--- src/sv/cpw_pkg.sv ---
`default_nettype none

package cpw_pkg;

    localparam int COORD_BITS = 12;
    localparam int COLOR_BITS = 16;
    localparam int SPAN_BITS  = COORD_BITS + 1;
    localparam int ERR_BITS   = COORD_BITS + 2;
    localparam int APB_DATA   = 32;
    localparam int APB_ADDR   = 4;

    localparam logic [1:0] FUNC_MOVE = 2'd0;
    localparam logic [1:0] FUNC_DRAW = 2'd1;
    localparam logic [1:0] FUNC_STEP = 2'd2;

    localparam logic [1:0] REG_X_MIN = 2'd0;
    localparam logic [1:0] REG_X_MAX = 2'd1;
    localparam logic [1:0] REG_Y_MIN = 2'd2;
    localparam logic [1:0] REG_Y_MAX = 2'd3;

    localparam logic signed [COORD_BITS-1:0] WIN_MIN_RST = '1;
    localparam logic signed [COORD_BITS-1:0] WIN_MAX_RST = {1'b0, {(COORD_BITS-1){1'b1}}};

    typedef struct packed {
        logic [1:0]                   func;
        logic signed [COORD_BITS-1:0] point_x;
        logic signed [COORD_BITS-1:0] point_y;
        logic [COLOR_BITS-1:0]        color;
    } t_in_item;

    typedef struct packed {
        logic signed [COORD_BITS-1:0] pixel_x;
        logic signed [COORD_BITS-1:0] pixel_y;
        logic [COLOR_BITS-1:0]        pixel_color;
        logic                         visible;
        logic                         last;
    } t_out_pixel;

    typedef struct packed {
        logic signed [COORD_BITS-1:0] x_min;
        logic signed [COORD_BITS-1:0] x_max;
        logic signed [COORD_BITS-1:0] y_min;
        logic signed [COORD_BITS-1:0] y_max;
    } t_window;

endpackage

`default_nettype wire

--- src/sv/cpw_cfg_regs.sv ---
`default_nettype none

module cpw_cfg_regs (
    input  wire logic                          i_clk,
    input  wire logic                          i_rst_n,
    input  wire logic                          psel,
    input  wire logic                          penable,
    input  wire logic                          pwrite,
    input  wire logic [cpw_pkg::APB_ADDR-1:0]  paddr,
    input  wire logic [cpw_pkg::APB_DATA-1:0]  pwdata,
    output logic      [cpw_pkg::APB_DATA-1:0]  prdata,
    output logic                               pready,
    output cpw_pkg::t_window                   o_window
);

    cpw_pkg::t_window r_win;
    logic             wr_en;
    logic [1:0]       reg_idx;
    logic [cpw_pkg::COORD_BITS-1:0] rd_val;

    assign wr_en   = psel && penable && pwrite;
    assign reg_idx = paddr[3:2];
    assign pready  = 1'b1;

    always_ff @(posedge i_clk) begin
        if (!i_rst_n) begin
            r_win.x_min <= cpw_pkg::WIN_MIN_RST;
            r_win.x_max <= cpw_pkg::WIN_MAX_RST;
            r_win.y_min <= cpw_pkg::WIN_MIN_RST;
            r_win.y_max <= cpw_pkg::WIN_MAX_RST;
        end else if (wr_en) begin
            unique case (reg_idx)
                cpw_pkg::REG_X_MIN: r_win.x_min <= pwdata[cpw_pkg::COORD_BITS-1:0];
                cpw_pkg::REG_X_MAX: r_win.x_max <= pwdata[cpw_pkg::COORD_BITS-1:0];
                cpw_pkg::REG_Y_MIN: r_win.y_min <= pwdata[cpw_pkg::COORD_BITS-1:0];
                cpw_pkg::REG_Y_MAX: r_win.y_max <= pwdata[cpw_pkg::COORD_BITS-1:0];
                default: ;
            endcase
        end
    end

    always_comb begin
        unique case (reg_idx)
            cpw_pkg::REG_X_MIN: rd_val = r_win.x_min;
            cpw_pkg::REG_X_MAX: rd_val = r_win.x_max;
            cpw_pkg::REG_Y_MIN: rd_val = r_win.y_min;
            cpw_pkg::REG_Y_MAX: rd_val = r_win.y_max;
            default:            rd_val = '0;
        endcase
    end

    assign prdata   = {{(cpw_pkg::APB_DATA-cpw_pkg::COORD_BITS){1'b0}}, rd_val};
    assign o_window = r_win;

endmodule

`default_nettype wire

--- src/sv/cpw_walker.sv ---
`default_nettype none

module cpw_walker (
    input  wire logic                i_clk,
    input  wire logic                i_rst_n,
    input  wire logic                i_adv,
    input  wire cpw_pkg::t_in_item   i_item,
    input  wire cpw_pkg::t_window    i_window,
    output logic                     o_res_vld,
    output cpw_pkg::t_out_pixel      o_res
);

    localparam int CB = cpw_pkg::COORD_BITS;
    localparam int SB = cpw_pkg::SPAN_BITS;
    localparam int EB = cpw_pkg::ERR_BITS;

    logic signed [CB-1:0] r_pen_x, r_pen_y, n_pen_x, n_pen_y;
    logic signed [CB-1:0] r_walk_x, r_walk_y, n_walk_x, n_walk_y;
    logic signed [CB-1:0] r_end_x, r_end_y, n_end_x, n_end_y;
    logic signed [EB-1:0] r_err, n_err;
    logic [SB-1:0]        r_span_x, r_span_y, n_span_x, n_span_y;
    logic                 r_dir_x_neg, r_dir_y_neg, n_dir_x_neg, n_dir_y_neg;
    logic                 r_active, n_active;
    logic [cpw_pkg::COLOR_BITS-1:0] r_color, n_color;

    logic signed [SB-1:0] dx, dy;
    logic signed [EB:0]   e2, neg_sy, sx_ext, err_acc;
    logic                 fin, vis;

    always_comb begin
        n_pen_x     = r_pen_x;
        n_pen_y     = r_pen_y;
        n_walk_x    = r_walk_x;
        n_walk_y    = r_walk_y;
        n_end_x     = r_end_x;
        n_end_y     = r_end_y;
        n_err       = r_err;
        n_span_x    = r_span_x;
        n_span_y    = r_span_y;
        n_dir_x_neg = r_dir_x_neg;
        n_dir_y_neg = r_dir_y_neg;
        n_active    = r_active;
        n_color     = r_color;
        o_res_vld   = 1'b0;

        dx      = {r_pen_x[CB-1], r_pen_x} - {i_item.point_x[CB-1], i_item.point_x};
        dy      = {r_pen_y[CB-1], r_pen_y} - {i_item.point_y[CB-1], i_item.point_y};
        e2      = {r_err, 1'b0};
        neg_sy  = -$signed({2'b00, r_span_y});
        sx_ext  = $signed({2'b00, r_span_x});
        err_acc = {r_err[EB-1], r_err};

        case (i_item.func)
            cpw_pkg::FUNC_MOVE: begin
                n_pen_x = i_item.point_x;
                n_pen_y = i_item.point_y;
            end
            cpw_pkg::FUNC_DRAW: begin
                n_walk_x    = i_item.point_x;
                n_walk_y    = i_item.point_y;
                n_end_x     = r_pen_x;
                n_end_y     = r_pen_y;
                n_span_x    = dx[SB-1] ? SB'(-dx) : SB'(dx);
                n_span_y    = dy[SB-1] ? SB'(-dy) : SB'(dy);
                n_dir_x_neg = !(i_item.point_x < r_pen_x);
                n_dir_y_neg = !(i_item.point_y < r_pen_y);
                n_err       = $signed({1'b0, n_span_x}) - $signed({1'b0, n_span_y});
                n_color     = i_item.color;
                n_active    = 1'b1;
                n_pen_x     = i_item.point_x;
                n_pen_y     = i_item.point_y;
                o_res_vld   = 1'b1;
            end
            cpw_pkg::FUNC_STEP: begin
                if (r_active) begin
                    if (e2 > neg_sy) begin
                        err_acc  = err_acc + neg_sy;
                        n_walk_x = r_dir_x_neg ? r_walk_x - CB'(1) : r_walk_x + CB'(1);
                    end
                    if (e2 < sx_ext) begin
                        err_acc  = err_acc + sx_ext;
                        n_walk_y = r_dir_y_neg ? r_walk_y - CB'(1) : r_walk_y + CB'(1);
                    end
                    n_err     = err_acc[EB-1:0];
                    o_res_vld = 1'b1;
                end
            end
            default: ;
        endcase

        fin = (n_walk_x == n_end_x) && (n_walk_y == n_end_y);
        vis = (n_walk_x > i_window.x_min) && (n_walk_x < i_window.x_max) &&
              (n_walk_y > i_window.y_min) && (n_walk_y < i_window.y_max);
        if (o_res_vld && fin) begin
            n_active = 1'b0;
        end

        o_res.pixel_x     = n_walk_x;
        o_res.pixel_y     = n_walk_y;
        o_res.pixel_color = n_color;
        o_res.visible     = vis;
        o_res.last        = fin;
    end

    always_ff @(posedge i_clk) begin
        if (!i_rst_n) begin
            r_pen_x     <= '0;
            r_pen_y     <= '0;
            r_walk_x    <= '0;
            r_walk_y    <= '0;
            r_end_x     <= '0;
            r_end_y     <= '0;
            r_err       <= '0;
            r_span_x    <= '0;
            r_span_y    <= '0;
            r_dir_x_neg <= 1'b0;
            r_dir_y_neg <= 1'b0;
            r_active    <= 1'b0;
            r_color     <= '0;
        end else if (i_adv) begin
            r_pen_x     <= n_pen_x;
            r_pen_y     <= n_pen_y;
            r_walk_x    <= n_walk_x;
            r_walk_y    <= n_walk_y;
            r_end_x     <= n_end_x;
            r_end_y     <= n_end_y;
            r_err       <= n_err;
            r_span_x    <= n_span_x;
            r_span_y    <= n_span_y;
            r_dir_x_neg <= n_dir_x_neg;
            r_dir_y_neg <= n_dir_y_neg;
            r_active    <= n_active;
            r_color     <= n_color;
        end
    end

    a_last_ends_line: assert property (@(posedge i_clk) disable iff (!i_rst_n)
        (i_adv && o_res_vld && o_res.last) |=> !r_active)
        else $error("line still active after last pixel");

    a_idle_step_silent: assert property (@(posedge i_clk) disable iff (!i_rst_n)
        (i_item.func == cpw_pkg::FUNC_STEP && !r_active) |-> !o_res_vld)
        else $error("pixel emitted with no active line");

    a_draw_starts_line: assert property (@(posedge i_clk) disable iff (!i_rst_n)
        (i_adv && i_item.func == cpw_pkg::FUNC_DRAW && !o_res.last) |=> r_active)
        else $error("draw did not start a line");

    a_move_keeps_walk: assert property (@(posedge i_clk) disable iff (!i_rst_n)
        (i_adv && i_item.func == cpw_pkg::FUNC_MOVE) |=> $stable(r_walk_x) && $stable(r_active))
        else $error("move disturbed the active line");

endmodule

`default_nettype wire

--- src/sv/clipped_line_pixel_walker.sv ---
`default_nettype none

// Channel   Direction  Handshake                  Payload
// in        input      i_in_valid / o_in_stall    i_in_item   (cpw_pkg::t_in_item)
// out       output     o_out_valid / i_out_stall  o_out_pixel (cpw_pkg::t_out_pixel)
// cfg       input      APB psel/penable/pwrite    paddr, pwdata, prdata
//
// Every transaction passes the input register, and each pixel the result
// register; one transaction per cycle sustained while the output is not stalled.
// The Bresenham update is a single add-compare pass between those registers.
// Reset (synchronous, active low) clears the pen and the line state and restores
// the default window.
// A stalled result holds the result register; the input register still takes
// one more transaction if it is empty, after which o_in_stall rises.

module clipped_line_pixel_walker (
    input  wire logic                          i_clk,
    input  wire logic                          i_rst_n,
    input  wire logic                          i_in_valid,
    output logic                               o_in_stall,
    input  wire cpw_pkg::t_in_item             i_in_item,
    output logic                               o_out_valid,
    input  wire logic                          i_out_stall,
    output cpw_pkg::t_out_pixel                o_out_pixel,
    input  wire logic                          psel,
    input  wire logic                          penable,
    input  wire logic                          pwrite,
    input  wire logic [cpw_pkg::APB_ADDR-1:0]  paddr,
    input  wire logic [cpw_pkg::APB_DATA-1:0]  pwdata,
    output logic      [cpw_pkg::APB_DATA-1:0]  prdata,
    output logic                               pready
);

    logic                r_in_vld;
    cpw_pkg::t_in_item   r_in_item;
    logic                r_out_vld;
    cpw_pkg::t_out_pixel r_out_pixel;

    cpw_pkg::t_window     window;
    cpw_pkg::t_out_pixel  res;
    logic                 res_vld;
    logic                 out_free;
    logic                 adv;

    assign out_free   = !r_out_vld || !i_out_stall;
    assign adv        = r_in_vld && out_free;
    assign o_in_stall = r_in_vld && !out_free;

    cpw_cfg_regs u_cfg (
        .i_clk    (i_clk),
        .i_rst_n  (i_rst_n),
        .psel     (psel),
        .penable  (penable),
        .pwrite   (pwrite),
        .paddr    (paddr),
        .pwdata   (pwdata),
        .prdata   (prdata),
        .pready   (pready),
        .o_window (window)
    );

    cpw_walker u_walker (
        .i_clk     (i_clk),
        .i_rst_n   (i_rst_n),
        .i_adv     (adv),
        .i_item    (r_in_item),
        .i_window  (window),
        .o_res_vld (res_vld),
        .o_res     (res)
    );

    always_ff @(posedge i_clk) begin
        if (!i_rst_n) begin
            r_in_vld <= 1'b0;
        end else if (!o_in_stall) begin
            r_in_vld <= i_in_valid;
        end
    end

    always_ff @(posedge i_clk) begin
        if (!o_in_stall && i_in_valid) begin
            r_in_item <= i_in_item;
        end
    end

    always_ff @(posedge i_clk) begin
        if (!i_rst_n) begin
            r_out_vld <= 1'b0;
        end else if (adv && res_vld) begin
            r_out_vld <= 1'b1;
        end else if (!i_out_stall) begin
            r_out_vld <= 1'b0;
        end
    end

    always_ff @(posedge i_clk) begin
        if (adv && res_vld) begin
            r_out_pixel <= res;
        end
    end

    assign o_out_valid = r_out_vld;
    assign o_out_pixel = r_out_pixel;

endmodule

`default_nettype wire

--- config.mk ---
export PLATFORM = sky130hd
export DESIGN_NAME = clipped_line_pixel_walker
export DESIGN_NICKNAME = d
export VERILOG_FILES = /design/src/sv/cpw_pkg.sv /design/src/sv/cpw_cfg_regs.sv /design/src/sv/cpw_walker.sv /design/src/sv/clipped_line_pixel_walker.sv
export SDC_FILE = /design/constraint.sdc
export NUM_CORES = 1
export LEC_CHECK = 0
export BUFFER_PORTS_ARGS = -buffer_cell sky130_fd_sc_hd__buf_4
export CAP_MARGIN = 25
export CORE_MARGIN = 8
export CORE_UTILIZATION = 40
export CTS_CLUSTER_DIAMETER = 50
export CTS_CLUSTER_SIZE = 12
export DETAILED_ROUTE_END_ITERATION = 10
export GPL_TIMING_DRIVEN = 1
export HOLD_SLACK_MARGIN = 0.15
export PLACE_DENSITY_LB_ADDON = 0.12
export SLEW_MARGIN = 15
export SYNTH_ARGS = -nofsm -noshare
export SYNTH_HDL_FRONTEND = slang
export SYNTH_HIERARCHICAL = 1
export SYNTH_SLANG_ARGS = --single-unit
export TNS_END_PERCENT = 10
--- constraint.sdc ---
create_clock -name i_clk -period 6.65 [get_ports i_clk]
set_input_delay 0 -clock i_clk [delete_from_list [all_inputs] [get_ports i_clk]]
set_output_delay 0 -clock i_clk [all_outputs]
set_load 0.02 [all_outputs]
==> Yosys cells after proc, flatten, opt, wreduce, memory -nomap -nowiden <==
Index checks and enable logic that the tools add are counted.
{ "totals": {"out_inout_bits": 77, "register_bits": 265, "word_cells": 114} }
{ "classes": {"n_addsub": 12, "order_cmp": 8, "mux": 26, "reduce_logical": 31, "eq_ne": 9} }
{ "op_table": {"columns": ["op", "count"], "rows": [
  ["$mux 12", 8],
  ["$mux 14", 5],
  ["$lt 12x12->1", 4],
  ["$pmux 12 s2", 2],
  ["$pmux 12 s4", 1],
  ["$add 14x14->14", 2],
  ["$pmux 14 s2", 1],
  ["$mux 13", 2],
  ["$neg 13->13", 2],
  ["$sub 12x12->13", 2],
  ["$add 12x2->12 const B", 2],
  ["$eq 12x12->1", 2],
  ["$gt 12x12->1", 2],
  ["$sub 12x2->12 const B", 2],
  ["$mux 16", 1],
  ["$gt 15x15->1", 1],
  ["$lt 15x14->1", 1],
  ["$neg 13->15", 1],
  ["$reduce_and 2->1", 7],
  ["$sub 13x13->14", 1],
  ["$logic_and 1x1->1", 11],
  ["$eq 2x2->1 const B", 3],
  ["$logic_not 1->1", 6],
  ["$mux 1", 5],
  ["other kinds (8)", 12]
]} }

==> Logic depth before layout (Yosys ltp) <==
{ "depth": {"word_depth": 10, "mapped_depth": 29, "ltp_nobuf": 28} }

==> Cells and area by module <==
Netlist, hierarchy kept.
{ "modules_own_cells": {"columns": ["module", "instances", "seq_area_each_um2", "cells_per_inst", "area_each_um2"], "rows": [
  ["cpw_walker", 1, 2622.5, 1804, 13528.0],
  ["clipped_line_pixel_walker", 1, 2562.5, 94, 2613.8],
  ["cpw_cfg_regs", 1, 960.9, 212, 2371.0]
]} }

==> Worst setup path after synthesis <==
OpenSTA, ideal clock, no wires.
{ "synth_timing": {"path_kind": "register -> register", "startpoint": "reg u_walker.r_span_y[2]", "endpoint": "reg u_walker.r_err[13]", "arrival_time_ps": 5924, "n_path_buf": 1, "path_slack_ps": 595, "period_less_slack_ps": 6055, "path_stages_with_launch": 27, "cell_sequence": "dfxtp_1 nor3_1 nand2b_1 nor3_1 and2_1 nand2b_1 or4_1 xor2_1 inv_1 ha_1 a21o_1 a2111oi_2 o21ai_0 o21ai_1 clkbuf_1 o21ai_0 ha_1 o21ai_0 o21bai_1 a31oi_1 o21ai_0 o41a_1 or4b_2 o211ai_1 xnor2_1 a22oi_1 a21oi_1"} }
{ "synth_between": {"elab_chain_cells": 9} }
{ "synth_lines": {"columns": ["item", "line", "source"], "rows": [
  ["start: declaration", "cpw_walker.sv:21", "logic [SB-1:0] r_span_x, r_span_y, n_span_x, n_span_y;"],
  ["start signal: assignment", "cpw_walker.sv:129", "r_span_y <= n_span_y;"],
  ["$neg 13->15 *", "cpw_walker.sv:49", "neg_sy = -$signed({2'b00, r_span_y});"],
  ["$add 14x14->14 / $gt 15x15->1 (equally long branches)", "cpw_walker.sv:77, cpw_walker.sv:76", null],
  ["$mux 14 *", "cpw_walker.sv:76", "if (e2 > neg_sy) begin"],
  ["$mux 14 *", "cpw_walker.sv:75", "if (r_active) begin"],
  ["$mux 14 *", "cpw_walker.sv:53", "case (i_item.func)"],
  ["$add 14x14->14", "cpw_walker.sv:81", "err_acc = err_acc + sx_ext;"],
  ["$mux 14 *", "cpw_walker.sv:80", "if (e2 < sx_ext) begin"],
  ["$mux 14 *", "cpw_walker.sv:75", null],
  ["$pmux 14 s2 *", "cpw_walker.sv:53", null],
  ["end signal: assignment", "cpw_walker.sv:127", "r_err <= n_err;"],
  ["end: declaration", "cpw_walker.sv:20", "logic signed [EB-1:0] r_err, n_err;"]
]} }
Mark *: on every way between the ends. The rest lies on a longest branch, timed or not. The select of a mux whose other input is x is not followed.
A chain may end at the register's enable or synchronous reset.

==> Worst setup path after layout <==
Same ends and word-level chain as after synthesis.

==> metrics.yaml <==
first_pass_iters: 5
h-tree-depth: 2
post-dp-hpwl_um: 45800
grt-ovfl-total: 0
holdPathStages: 2
crit_path_end_kind: "flop"
portBuffers: 118
setup_viol: 0
cap_violations: 0
regArea_um2: 6150
reg2reg_from: "u_walker/r_span_y[2]$_SDFFE_PN0P_"
fin_skew_ps: 32.3
min-delay-start: "i_in_item[30]"
fmax_mhz: 161
ys_top_cells_by_count: "251 x nand2_1, 181 x dfxtp_1, 163 x ha_1"
cp_slowest_cell: "or4b_2"
ios: 162
gr-usage-met1_pct: 28.6
avgSynthCellArea_um2: 8.77
synth_edf_count: 84
gp_congestion: 0.941
cts_buffers: 38
start_util_pct: 40.1
routed_wl_um: 61400
clock-sinks: 265
clk_path_buf_depth: 3
synth_area_um2: 18500
grt_pass1_wl_um: 94200
drtAntennaViolNets: 0
path_clk_slew_ps: 60
finalHoldViolations: 0
synth_top_area_share_pct: 19.6
use_met2_pct: 37.7
drv_slew: 0
grt_start_max_net_pins: 74
setup_ws_ps: 432
outcome: "finished clean"
yosys.cell_types.count: 95
cts_tree: "built"
p_leak_nw: 9.63
worst-path-stages: 25
preCtsSetupSlack_ps: 29.2
placed_area_um2: 20000
synth-seq-cells: 265
grtUsageTotal_pct: 22.3
r2r_cells: 25
async_flop_share_pct: 0
ys.flop_type: "dfxtp_1"
irDropWorstVdd_v: 0.000228
hold_slack_ps: 173
path_buf_inv: 1
synth-seq-area-share_pct: 33.2
worst_setup_path_start_kind: "flop"
root_buffer: "clkbuf_16"
synth_warnings: 6
crit_type: "flop to flop"
crit_required_ps: 7030
syn-instance-count: 2110
fin_crit_ps: 6220
stdcell_area_um2: 22100
nets: 2545
drtIter0Drc: 1217
groute.layer.met3.usage_pct: 3.19
slew_headroom_pct: 33.1
die_area_um2: 53400
areaGrowthSynthToFinish_pct: 19.2
design.core.area_um2: 46200
remaining_drc_errors: 0
tightest_slew_ps: 1000
crit_family: "compound AO/OA/AOI/OAI gates"
hp-class: "input pin to flop"
grt_antenna_before_repair: 0
fp.dieW_um: 231
grt_pass1_vias: 16000
drive_gt1_share_pct: 12.7
arrival_ps: 6600
synth_most_common_cell: "nand2_1"
max_stage_delay_ps: 620
routed_via_density: 5.63
clk_latency_ps: 560
path_max_fanout: 5
die_h_um: 231
fp-row-count: 79
num_vias: 16500
wl_per_cell_um: 21.0
n_fill_cell: 4425
top_usage_layer: "met2"
multi_input_comb_area_um2: 11400
yosys-top-cells-area: "dfxtp_1 20%, edfxtp_1 14%, ha_1 11%"
power-per-cell-area_nw_per_um2: 236
synth_top_area_cell: "dfxtp_1"
period_share_pct: 93.5
setup.worst_path.start: "u_walker/r_span_y[2]$_SDFFE_PN0P_"
==> registers in the layout, indices dropped and copies added (netlist names), 13 cells and up <==
register and flops:
u_walker/r_color 16, u_walker/r_err 14, u_walker/r_span_y 13, r_in_item 42, o_out_pixel 42, u_cfg/o_window 48
u_walker/r_span_x 13
==> worst register-to-register path: cells and delay by family (launching register included) <==
kind / cells / cell delay (ps)
buf+inv: 1 / 70
fa+ha+maj: 2 / 670
simple gates: 7 / 1880
compound gates: 13 / 2790
flops: 1 / 360
xor+xnor: 2 / 310
==> cells in the final DEF (no fill, tap or decap), types with 12 or more instances in the layout <==
cell type      instances
a211oi_1              48
a21o_1                24
a21oi_1              149
a31oi_1               15
buf_4                155
clkbuf_16             38
conb_1                21
dfxtp_1              181
dlygate4sd3_1         74
edfxtp_1              84
ha_1                 162
inv_1                149
mux2_2                22
mux2i_1               86
mux4_2                12
nand2_1              250
nand2b_1              14
nand3_1               26
nand4_1               15
nor2_1               142
nor2b_1               81
nor3_1                40
o211ai_1              26
o21a_1                21
o21ai_0               78
xnor2_1               64
xor2_1                42
==> per-stage QoR <==
step	instances	TNS (ps)	power (mW)	util, %
6_report	2926	0	5.21	47.8
2_1_floorplan	2129	0	2.68	-
5_1_grt	2925	-50.1	5.45	47.8
3_5_place_dp	2779	0	3.10	43.3
4_1_cts	2921	0	5.24	47.6
3_3_place_gp	2778	0	3.08	43.3
==> routing by layer <==
layer	share of wire [%]	wire (um)
met5	0	0
met2	48	29600
met3	5.7	3490
met4	3.4	2080
met1	43	26300
==> power breakdown <==
group / leakage [nW] / internal [mW] / switching (mW)
registers: 2.28 / 1.72 / 0.0589
logic: 6.73 / 0.524 / 0.833
clock network: 0.619 / 1.27 / 0.808
total: 9.63 / 3.51 / 1.70
==> logic make-up after synthesis <==
kind of cell	after synthesis	synth area share [%]
other cells	2	0.0406
compound gates	526	19.3
simple gates	661	17.2
xor+xnor	106	5.01
flops	265	33.2
fa+ha+maj	170	11.8
mux	120	7.45
buf+inv	260	6.01
==> repair_timing <==
| item | in CTS | in global routing |
|---|---|---|
| hold endpoints to repair | 117 | 0 |
| endpoints found under the setup margin | 0 | 3 |
| buffers inserted | 0 | 3 |
| hold buffers | 74 | 0 |
| resized for setup | 0 | 10 |
==> final cells by class <==
cell class                 count  area share, %
antenna                        1         0.0113
clock buffer                  46           4.45
clock inverter                22           1.32
inverter                     150           2.56
multi-input combinational   1604           51.6
sequential                   265           27.9
tap                          607           3.44
timing repair buffer         231           8.73
==> final timing paths <==
path                                             to  slack [ps]
setup / recovery    u_walker/r_err[13]$_SDFFE_PN0P_         430
hold / removal              r_in_item[30]$_DFFE_PP_         170
setup reg to reg    u_walker/r_err[13]$_SDFFE_PN0P_         430
hold reg to reg   u_walker/r_color[10]$_SDFFE_PN0P_         450
Note: power is estimated with default switching activity, not from simulation.
